==> src/sv/scp_pkg.sv <==
// Shared types and constants for the sector cache directory.
package scp_pkg;

  localparam int Entries    = 32;
  localparam int SectorBits = 16;
  localparam int SlotBits   = $clog2(Entries);
  localparam int CountBits  = $clog2(Entries + 1);
  localparam int WalkBits   = $clog2(2 * Entries + 1);

  typedef logic [SlotBits-1:0]   slot_t;
  typedef logic [SectorBits-1:0] sector_t;

  typedef enum logic [1:0] {
    KIND_READ     = 2'd0,
    KIND_WRITE    = 2'd1,
    KIND_PREFETCH = 2'd2,
    KIND_FLUSH    = 2'd3
  } kind_t;

  typedef enum logic [2:0] {
    ST_IDLE,
    ST_LOOKUP,
    ST_WALK,
    ST_ALLOC,
    ST_FLUSH,
    ST_OUT
  } state_t;

  // Commands from controller to datapath
  typedef struct packed {
    logic load;        // capture request
    logic scan_clr;    // reset scan index
    logic scan_step;   // advance scan index
    logic hit_emit;    // latch hit result and update bits
    logic walk_step;   // clear used bit at hand, advance hand
    logic alloc;       // fill slot chosen, latch miss result
    logic flush_emit;  // latch flush word for current scan slot, clean it
    logic flush_none;  // latch empty flush word
    logic set_last;    // last flag for latched word
  } cmd_t;

  // Status from datapath to controller
  typedef struct packed {
    logic is_flush;
    logic match;       // scanned slot holds the requested sector
    logic scan_end;    // scan index at last slot
    logic full;
    logic hand_used;   // used bit set at hand
    logic walk_limit;  // walk has run two passes
    logic scan_dirty;  // scanned slot valid and dirty
    logic more_dirty;  // a dirty valid slot exists above scan index
    logic any_emitted;
  } stat_t;

endpackage

==> src/sv/scp_ctrl.sv <==
// Controller state machine for the sector cache directory.
module scp_ctrl (
  input  logic           clk,
  input  logic           rst_n,
  input  logic           in_valid,
  output logic           in_ready,
  output logic           out_valid,
  input  logic           out_ready,
  input  scp_pkg::stat_t st,
  output scp_pkg::cmd_t  cmd
);
  import scp_pkg::*;

  state_t state_r, state_nxt;

  // Hold state
  always_ff @(posedge clk) begin
    if (!rst_n) state_r <= ST_IDLE;
    else        state_r <= state_nxt;
  end

  // Next state and commands
  always_comb begin
    state_nxt = state_r;
    cmd       = '0;
    in_ready  = 1'b0;
    out_valid = 1'b0;
    case (state_r)
      ST_IDLE: begin
        in_ready = 1'b1;
        if (in_valid) begin
          cmd.load     = 1'b1;
          cmd.scan_clr = 1'b1;
          state_nxt    = ST_LOOKUP;
        end
      end
      ST_LOOKUP: begin
        if (st.is_flush) begin
          state_nxt = ST_FLUSH;
        end else if (st.match) begin
          cmd.hit_emit = 1'b1;
          cmd.set_last = 1'b1;
          state_nxt    = ST_OUT;
        end else if (st.scan_end) begin
          state_nxt = st.full ? ST_WALK : ST_ALLOC;
        end else begin
          cmd.scan_step = 1'b1;
        end
      end
      ST_WALK: begin
        if (st.hand_used && !st.walk_limit) cmd.walk_step = 1'b1;
        else state_nxt = ST_ALLOC;
      end
      ST_ALLOC: begin
        cmd.alloc    = 1'b1;
        cmd.set_last = 1'b1;
        state_nxt    = ST_OUT;
      end
      ST_FLUSH: begin
        if (st.scan_dirty) begin
          cmd.flush_emit = 1'b1;
          cmd.set_last   = !st.more_dirty;
          state_nxt      = ST_OUT;
        end else if (st.scan_end) begin
          if (!st.any_emitted) begin
            cmd.flush_none = 1'b1;
            cmd.set_last   = 1'b1;
            state_nxt      = ST_OUT;
          end else begin
            state_nxt = ST_IDLE;
          end
        end else begin
          cmd.scan_step = 1'b1;
        end
      end
      ST_OUT: begin
        out_valid = 1'b1;
        if (out_ready) begin
          if (st.is_flush && st.any_emitted && !st.scan_end && st.more_dirty) begin
            cmd.scan_step = 1'b1;
            state_nxt     = ST_FLUSH;
          end else begin
            state_nxt = ST_IDLE;
          end
        end
      end
      default: state_nxt = ST_IDLE;
    endcase
  end

endmodule

==> src/sv/scp_dp.sv <==
// Directory datapath: tags, state bits, clock hand and result word.
module scp_dp (
  input  logic                           clk,
  input  logic                           rst_n,
  input  logic [1:0]                     in_kind,
  input  logic [scp_pkg::SectorBits-1:0] in_sector,
  input  scp_pkg::cmd_t                  cmd,
  output scp_pkg::stat_t                 st,
  output logic                           out_hit,
  output logic [scp_pkg::SlotBits-1:0]   out_slot,
  output logic                           out_fetch_from_disk,
  output logic                           out_writeback,
  output logic [scp_pkg::SectorBits-1:0] out_writeback_sector,
  output logic                           out_last
);
  import scp_pkg::*;

  sector_t              tag_r [Entries];
  logic [Entries-1:0]   valid_r, used_r, dirty_r;
  slot_t                hand_r, scan_r, free_r;
  logic                 free_found_r, emitted_r;
  logic [CountBits-1:0] count_r;
  logic [WalkBits-1:0]  walk_r;
  kind_t                kind_r;
  sector_t              sec_r;
  logic                 hit_r, fetch_r, wb_r, last_r;
  slot_t                slot_r;
  sector_t              wbsec_r;
  slot_t                victim;
  logic [Entries-1:0]   above;

  assign victim = free_r;

  // Dirty valid slots strictly above the scan index
  always_comb begin
    for (int i = 0; i < Entries; i++)
      above[i] = (slot_t'(i) > scan_r) && valid_r[i] && dirty_r[i];
  end

  assign st.is_flush    = (kind_r == KIND_FLUSH);
  assign st.match       = valid_r[scan_r] && (tag_r[scan_r] == sec_r);
  assign st.scan_end    = (scan_r == slot_t'(Entries - 1));
  assign st.full        = (count_r >= CountBits'(Entries));
  assign st.hand_used   = used_r[hand_r];
  assign st.walk_limit  = (walk_r == WalkBits'(2 * Entries));
  assign st.scan_dirty  = valid_r[scan_r] && dirty_r[scan_r];
  assign st.more_dirty  = |above;
  assign st.any_emitted = emitted_r;

  // Control-side registers
  always_ff @(posedge clk) begin
    if (!rst_n) begin
      valid_r   <= '0;
      used_r    <= '0;
      dirty_r   <= '0;
      hand_r    <= '0;
      count_r   <= '0;
      scan_r    <= '0;
      free_r    <= '0;
      free_found_r <= 1'b0;
      emitted_r <= 1'b0;
      walk_r    <= '0;
      kind_r    <= KIND_READ;
    end else begin
      if (cmd.load) begin
        kind_r       <= kind_t'(in_kind);
        free_found_r <= 1'b0;
        free_r       <= '0;
        emitted_r    <= 1'b0;
        walk_r       <= '0;
      end
      // Track lowest empty slot while scanning
      if ((kind_r != KIND_FLUSH) && !valid_r[scan_r] && !free_found_r && !cmd.load) begin
        free_r       <= scan_r;
        free_found_r <= 1'b1;
      end
      if (cmd.scan_clr) scan_r <= '0;
      if (cmd.scan_step) scan_r <= scan_r + slot_t'(1);
      if (cmd.hit_emit) begin
        if (kind_r != KIND_PREFETCH) used_r[scan_r] <= 1'b1;
        if (kind_r == KIND_WRITE)    dirty_r[scan_r] <= 1'b1;
      end
      if (cmd.walk_step) begin
        used_r[hand_r] <= 1'b0;
        hand_r <= (hand_r == slot_t'(Entries - 1)) ? '0 : hand_r + slot_t'(1);
        walk_r <= walk_r + WalkBits'(1);
      end
      if (cmd.alloc) begin
        valid_r[st.full ? hand_r : victim] <= 1'b1;
        used_r [st.full ? hand_r : victim] <= (kind_r != KIND_PREFETCH);
        dirty_r[st.full ? hand_r : victim] <= (kind_r == KIND_WRITE);
        if (st.full)
          hand_r <= (hand_r == slot_t'(Entries - 1)) ? '0 : hand_r + slot_t'(1);
        else
          count_r <= count_r + CountBits'(1);
      end
      if (cmd.flush_emit) begin
        dirty_r[scan_r] <= 1'b0;
        emitted_r       <= 1'b1;
      end
    end
  end

  // Payload registers
  always_ff @(posedge clk) begin
    if (cmd.load) sec_r <= in_sector;
    if (cmd.alloc) tag_r[st.full ? hand_r : victim] <= sec_r;
    if (cmd.hit_emit) begin
      hit_r <= 1'b1; slot_r <= scan_r; fetch_r <= 1'b0;
      wb_r <= 1'b0;  wbsec_r <= '0;
    end
    if (cmd.alloc) begin
      hit_r   <= 1'b0;
      slot_r  <= st.full ? hand_r : victim;
      fetch_r <= (kind_r != KIND_WRITE);
      wb_r    <= st.full && dirty_r[hand_r];
      wbsec_r <= (st.full && dirty_r[hand_r]) ? tag_r[hand_r] : '0;
    end
    if (cmd.flush_emit) begin
      hit_r <= 1'b0; slot_r <= scan_r; fetch_r <= 1'b0;
      wb_r <= 1'b1;  wbsec_r <= tag_r[scan_r];
    end
    if (cmd.flush_none) begin
      hit_r <= 1'b0; slot_r <= '0; fetch_r <= 1'b0;
      wb_r <= 1'b0;  wbsec_r <= '0;
    end
    if (cmd.hit_emit || cmd.alloc || cmd.flush_emit || cmd.flush_none)
      last_r <= cmd.set_last;
  end

  assign out_hit              = hit_r;
  assign out_slot             = slot_r;
  assign out_fetch_from_disk  = fetch_r;
  assign out_writeback        = wb_r;
  assign out_writeback_sector = wbsec_r;
  assign out_last             = last_r;

endmodule

==> src/sv/sector_cache_clock_policy.sv <==
// Sector cache directory with clock replacement: top level.
// A request is accepted in the idle state and slots are scanned in turn for a hit.
// On a miss with the cache full, the clock hand walks, clearing used bits, until
// it finds an unused slot (at most one full pass clears used bits); the slot is then
// allocated and one result word delivered. A flush delivers one word per dirty entry,
// or a single empty word if none is dirty. The sequential tag scan sets the rate.
module sector_cache_clock_policy (
  input  logic                           clk,
  input  logic                           rst_n,
  input  logic                           in_valid,
  output logic                           in_ready,
  input  logic [1:0]                     in_kind,
  input  logic [scp_pkg::SectorBits-1:0] in_sector,
  output logic                           out_valid,
  input  logic                           out_ready,
  output logic                           out_hit,
  output logic [scp_pkg::SlotBits-1:0]   out_slot,
  output logic                           out_fetch_from_disk,
  output logic                           out_writeback,
  output logic [scp_pkg::SectorBits-1:0] out_writeback_sector,
  output logic                           out_last
);
  import scp_pkg::*;

  cmd_t  cmd;
  stat_t st;

  scp_ctrl u_ctrl (
    .clk, .rst_n, .in_valid, .in_ready, .out_valid, .out_ready, .st, .cmd
  );

  scp_dp u_dp (
    .clk, .rst_n, .in_kind, .in_sector, .cmd, .st, .out_hit, .out_slot,
    .out_fetch_from_disk, .out_writeback, .out_writeback_sector, .out_last
  );

endmodule

==> config.mk <==
export PLATFORM = sky130hd
export DESIGN_NAME = sector_cache_clock_policy
export DESIGN_NICKNAME = d
export VERILOG_FILES = /design/src/sv/scp_pkg.sv /design/src/sv/scp_ctrl.sv /design/src/sv/scp_dp.sv /design/src/sv/sector_cache_clock_policy.sv
export SDC_FILE = /design/constraint.sdc
export NUM_CORES = 1
export LEC_CHECK = 0
export BUFFER_PORTS_ARGS = -buffer_cell sky130_fd_sc_hd__buf_2
export CELL_PAD_IN_SITES_DETAIL_PLACEMENT = 1
export CELL_PAD_IN_SITES_GLOBAL_PLACEMENT = 1
export CORE_MARGIN = 2
export CORE_UTILIZATION = 55
export DETAILED_ROUTE_END_ITERATION = 6
export GPL_ROUTABILITY_DRIVEN = 1
export PLACE_DENSITY_LB_ADDON = 0.15
export SETUP_SLACK_MARGIN = 0.4
export SLEW_MARGIN = 20
export SYNTH_ARGS = -nofsm -noshare
export SYNTH_HDL_FRONTEND = slang
export SYNTH_SLANG_ARGS = --single-unit
==> constraint.sdc <==
create_clock -name clk -period 10 [get_ports clk]
set_input_delay 0 -clock clk [delete_from_list [all_inputs] [get_ports clk]]
set_output_delay 0 -clock clk [all_outputs]
set_load 0.1 [all_outputs]
== Word-level counts from Yosys, hierarchy flattened ==
Memory sizes are Yosys's and may differ from the RTL's. A register that Yosys moved wholly into a read port is not among the register bits.
Index checks and enable logic that the tools add are counted.
W data, S select, Z words.
Cells by class
  add/sub/neg operators: 4
  order comparisons: 39
  eq/ne operators: 19
  multiplexer cells: 94
  bitwise logic cells: 8
  reduce and logical (&&, ||, !) cells: 98
Operators with widths (number)
  $mux W32: 12
  $or A32 B32 Y32: 3
  $gt A5 B5 Y1 const A: 16
  $logic_and A1 B1 Y1: 77
  $mux W5: 15
  $and A32 B32 Y32: 2
  $bwmux W32: 2
  $mux W16: 4
  $not A32 Y32: 2
  $gt A4 B5 Y1 const A: 8
  $mux W1: 33
  $reduce_or A32 Y1: 1
  $mux W3: 10
  $bmux W1 S5: 4
  $gt A3 B5 Y1 const A: 4
  $lt A5 B6 Y1 const B: 3
  $pmux W3 S6: 1
  $eq A16 B16 Y1: 1
  $demux W1 S5: 3
  $ge A5 B1 Y1 const B: 3
  $mux W7: 2
  $mux W2: 6
  $add A5 B1 Y5 const B: 2
  $eq A5 B5 Y1 const B: 2
  26 further kinds: 46
Storage, ports and cells
  bits in registers: 172
  memory bits (writable): 512
  output and inout bits: 27
  word-level logic and storage cells: 282
  memories kept: 1
Memories
  u_dp.tag_r: words 32, width 16, rd ports 2, clocked after memory_dff 2, write ports 1, RTL line scp_dp.sv:18  | sector_t tag_r [Entries];

== Logic depth before layout (Yosys ltp) ==
  word-level depth: 13
  mapped depth: 18
  mapped depth without buffers: 12

== By module ==
Synthesis repeated with hierarchy kept, for this count alone.
Unflattened totals
  cell total of the unflattened synthesis: 2257
  area total of the unflattened synthesis: 33299.4 um^2
Modules (own cells, without submodules)
  scp_dp: times used 1, cells an instance 2202, area an instance 32902.8 um^2
  scp_ctrl: times used 1, cells an instance 55, area an instance 396.6 um^2

== Worst setup path after synthesis ==
No wires, ideal clock.
  path type: register to register
  start: reg u_ctrl.state_r[2]
  end: reg u_dp.walk_r[2]
  setup time: 0.115 ns
  arrival time: 4.421 ns
  data required time: 9.885 ns
  slack: 5.464 ns
  stages on the path, launching flop included: 9
  buffers on the path: 1
  cells stage by stage: dfxtp_1 > clkbuf_1 > nor3_1 > nand2_1 > inv_1 > nor2_1 > o21ai_0 > o21ai_0 > and2_1
On the way
  word-level cells in the longest chain between the ends: 3
  elaborated cells between the ends (all ways): 6
Ends and longest elaborated chain
  start, declared: RTL line scp_ctrl.sv:14  | state_t state_r, state_nxt;
  start signal, assigned: RTL line scp_ctrl.sv:19  | else state_r <= state_nxt;
  $eq A3 B2 Y1 or $logic_not A3 Y1 (tied branches): RTL line scp_ctrl.sv:28  | case (state_r)
  $mux W1 or $mux W2 (tied branches): RTL line scp_ctrl.sv:28
  $mux W7 or $reduce_bool A2 Y1 (tied branches)
  end signal, assigned: RTL line scp_dp.sv:86  | walk_r <= walk_r + WalkBits'(1);
  end, declared: RTL line scp_dp.sv:23  | logic [WalkBits-1:0] walk_r;
Parallel ways exist; a longest one is shown, timed or not.
A chain may end at the register's enable or synchronous reset.

==> summary.md <==
| Metric | Value |
|---|---|
| Status | completed |
| Period utilisation layout | 61.3% |
| Req. time, crit path | 10.53 ns |
| Synth Register Bits | 689 |
| TritonCTS Buffers | 74 |
| Htree depth | 3 |
| Share of cells above drive strength 1 | 21.9% |
| Post-DR wirelength/cell | 37.2 um |
| RR Endpoint | u_dp.used_r[29]$_SDFF_PN0_ |
| Pwr/cell area | 178 nW/um^2 |
| Final clock skew | 0.0250 ns |
| Crit end category | flop |
| Hold_sp | in_sector[10] |
| Die height | 249 um |
| Most used DFF post-synth | edfxtp_1 |
| Top-Level Pins | 49 |
| Fin crit period | 6.13 ns |
| Hpwl dp | 72500 um |
| Cell depth of the worst flop-to-flop path | 13 |
| Worst Path Arrival | 6.66 ns |
| Core outline area | 59200 um^2 |
| Diodes inserted | 0 |
| CP startpoint kind | flop |
| CTS clk-pin slew, worst paths | 0.06 ns |
| Die area | 62100 um^2 |
| Number of global-route vias before repair | 24.1k |
| Routed via count | 24.0k |
| Max Fclk | 163 MHz |
| Final Max Slew Viols | 0 |
| Clk_lat worst skew | 0.63 ns |
| Post-Layout Cell Count | 3203 |
| # port buffers | 48 |
| DR vias/cell | 7.48 |
| CTS root buf | clkbuf_16 |
| Final ANT Viol Nets | 0 |
| Post-CTS Setup Bufs | 0 |
| Seq/Total Area, Yosys | 57.7% |
| Kind of critical path | reg2reg |
| Mapped cell area | 33100 um^2 |
| Final TNS setup | 0 ns |
| Die width | 249 um |
| Worst Tran Pin Value | 1.23 ns |
| Worst hold slack | 0.0901 ns |
| Hold Path Sink | u_dp.sec_r[10]$_DFFE_PP_ |
| GR Overflow Total | 0 |
| Min-Delay Path Depth | 2 |
| Fin nets | 2406 |
| CTS tree | done |
| Avg Inst Size Synth | 14.2 um^2 |
| Initial DRC Count | 3313 |
| Clock Path Buffers | 3 |
| RSZ-0062 raised after global routing | false |
| Global placer's final weighted congestion | 0.956 |
| Finish-stage setup viols | 0 |
| Row count | 89 |
| Placed cells | 3043 |
| CP max FO | 36 |
| Routed WL | 119000 um |
| Worst hold path type | in2reg |
| Initial Util | 55.9% |
| Leakage power | 11.6 nW |
| Syn Inst Count | 2325 |
| Worst relative slew slack | 18.0% |
| Post-synth net total | 2361 |
| Largest net degree at the start of global routing | 96 |
| First-pass detailed-route iteration total | 5 |
| All-Layer GR Usage | 38.4% |
| Commonest non-fill, non-tap cell in the layout | edfxtp_1 |
| Most frequent cells in the layout | edfxtp_1, mux4_2, nand2_1 |
| First-pass GRT wire length | 171000 um |
| Yosys warns | 0 |
| Drt drc | 0 |
| # fillers | 5470 |
| R2r setup slk | 3.87 ns |
| Hold Fails Final Rpt | 0 |
| Maxcap violations | 0 |
| Antenna violations before repair | 6 |
| Unique cell type count in the Yosys netlist | 73 |
| Area delta synth->final | 11.2% |
| Ys async rst share | 0% |
| Max IR drop VDD | 0.000119 V |
| Number of synthesized flops with an enable pin | 529 |
| # clock sinks | 689 |
[report_power, final]
part | internal (mW) | switching [mW]
sequential | 3.15 | 0.0732
combinational | 0.198 | 0.371
clock | 1.60 | 1.17
[per-stage QoR]
step	utilization, %	power, mW	cell area, um^2	setup WS (ns)
final	62.1	6.56	36800	3.87
after global routing	62.1	6.71	36800	3.60
after CTS	61.9	6.55	36700	4.12
after detailed placement	57.5	3.82	34100	4.27
after global placement	57.5	3.81	34100	4.37
after floorplan	-	3.64	33100	5.46
[cell type report]
cell class              count  area (um^2)  share of cell area, %
clock inverters            36          320                  0.870
multi-input cells        1420        13100                   35.6
clock buffers             100         2090                   5.69
inverters                  47          176                  0.479
repair buffers            138         1030                   2.79
flip-flops and latches    689        19100                   51.9
well taps                 773          967                   2.63
[sequential cells by signal, summed over array words and instances, names as in the netlist, named ones only]
name / cells
u_dp.count_r: 6
u_dp.used_r: 32
u_dp.out_writeback: 1
u_dp.emitted_r: 1
u_dp.scan_r: 5
u_dp.sec_r: 16
u_dp.dirty_r: 32
u_dp.tag_r: 512
u_dp.out_hit: 1
u_dp.hand_r: 5
u_ctrl.state_r: 3
u_dp.valid_r: 32
u_dp.out_writeback_sector: 16
u_dp.free_found_r: 1
u_dp.free_r: 5
u_dp.out_last: 1
u_dp.kind_r: 2
u_dp.walk_r: 7
u_dp.out_slot: 5
u_dp.out_fetch_from_disk: 1
[how the worst max path moves through the flow]
stage / slack (ns) / from / to / depth (start not counted)
3_3_place_gp: 4.37 / flop / u_dp.used_r[4]$_SDFF_PN0_ / 13
2_1_floorplan: 5.46 / u_ctrl.state_r[2]$_SDFFE_PN0P_ / u_dp.walk_r[2]$_SDFFE_PN0P_ / 8
5_1_grt: 3.60 / flop / u_dp.used_r[0]$_SDFF_PN0_ / 13
3_5_place_dp: 4.27 / flop / u_dp.used_r[1]$_SDFF_PN0_ / 13
4_1_cts: 4.12 / flop / u_dp.used_r[1]$_SDFF_PN0_ / 13
6_report: 3.87 / flop / u_dp.used_r[29]$_SDFF_PN0_ / 13
[routing by layer]
| layer | wire [um] | track usage [%] |
|---|---|---|
| met1 | 43400 | 51.0 |
| met2 | 54100 | 58.5 |
| met3 | 13900 | 8.90 |
| met4 | 7810 | 22.6 |
| met5 | 39 | 0 |
[logic make-up (layout without fill, tap and decap cells)]
kind of cell             Yosys count  after routing  share of synthesized area, %
flip-flops                       689            689                          57.7
AND/OR/NAND/NOR                  554            554                          8.29
AO/OA/AOI/OAI                    476            476                          9.67
multiplexers                     361            361                          20.6
buffers and inverters            216            321                          2.79
XOR/XNOR                          15             15                         0.397
adder cells (fa/ha/maj)           14             14                         0.529
[repair_timing]
action                                 CTS  global route
resized for setup                        0             0
hold buffers                            19             0
endpoints found under the hold margin   55             0
[cells in the mapped netlist (47+ instances only)]
cell type,instances,area [um^2]
nand2_1,180,676
a21oi_1,87,435
clkbuf_1,107,402
a22oi_1,51,383
inv_1,47,176
mux2i_1,95,951
mux4_2,252,5680
o22ai_1,86,538
edfxtp_1,529,15900
nor2_1,108,405
nand3_1,65,325
o21ai_0,50,250
dfxtp_1,160,3200
[worst max-delay path: stages, from the launching register on]
cell,delay [ns]
dfxtp_4,0.86
buf_4,0.69
mux4_2,0.64
mux2_2,0.33
o22ai_1,0.31
nor3_1,0.09
nor4b_1,0.78
nand4_1,0.41
nor4_4,0.31
buf_4,0.44
nor2b_1,0.50
buf_4,0.31
nand3_1,0.12
a21boi_0,0.21
(Power assumes the default switching activity.)
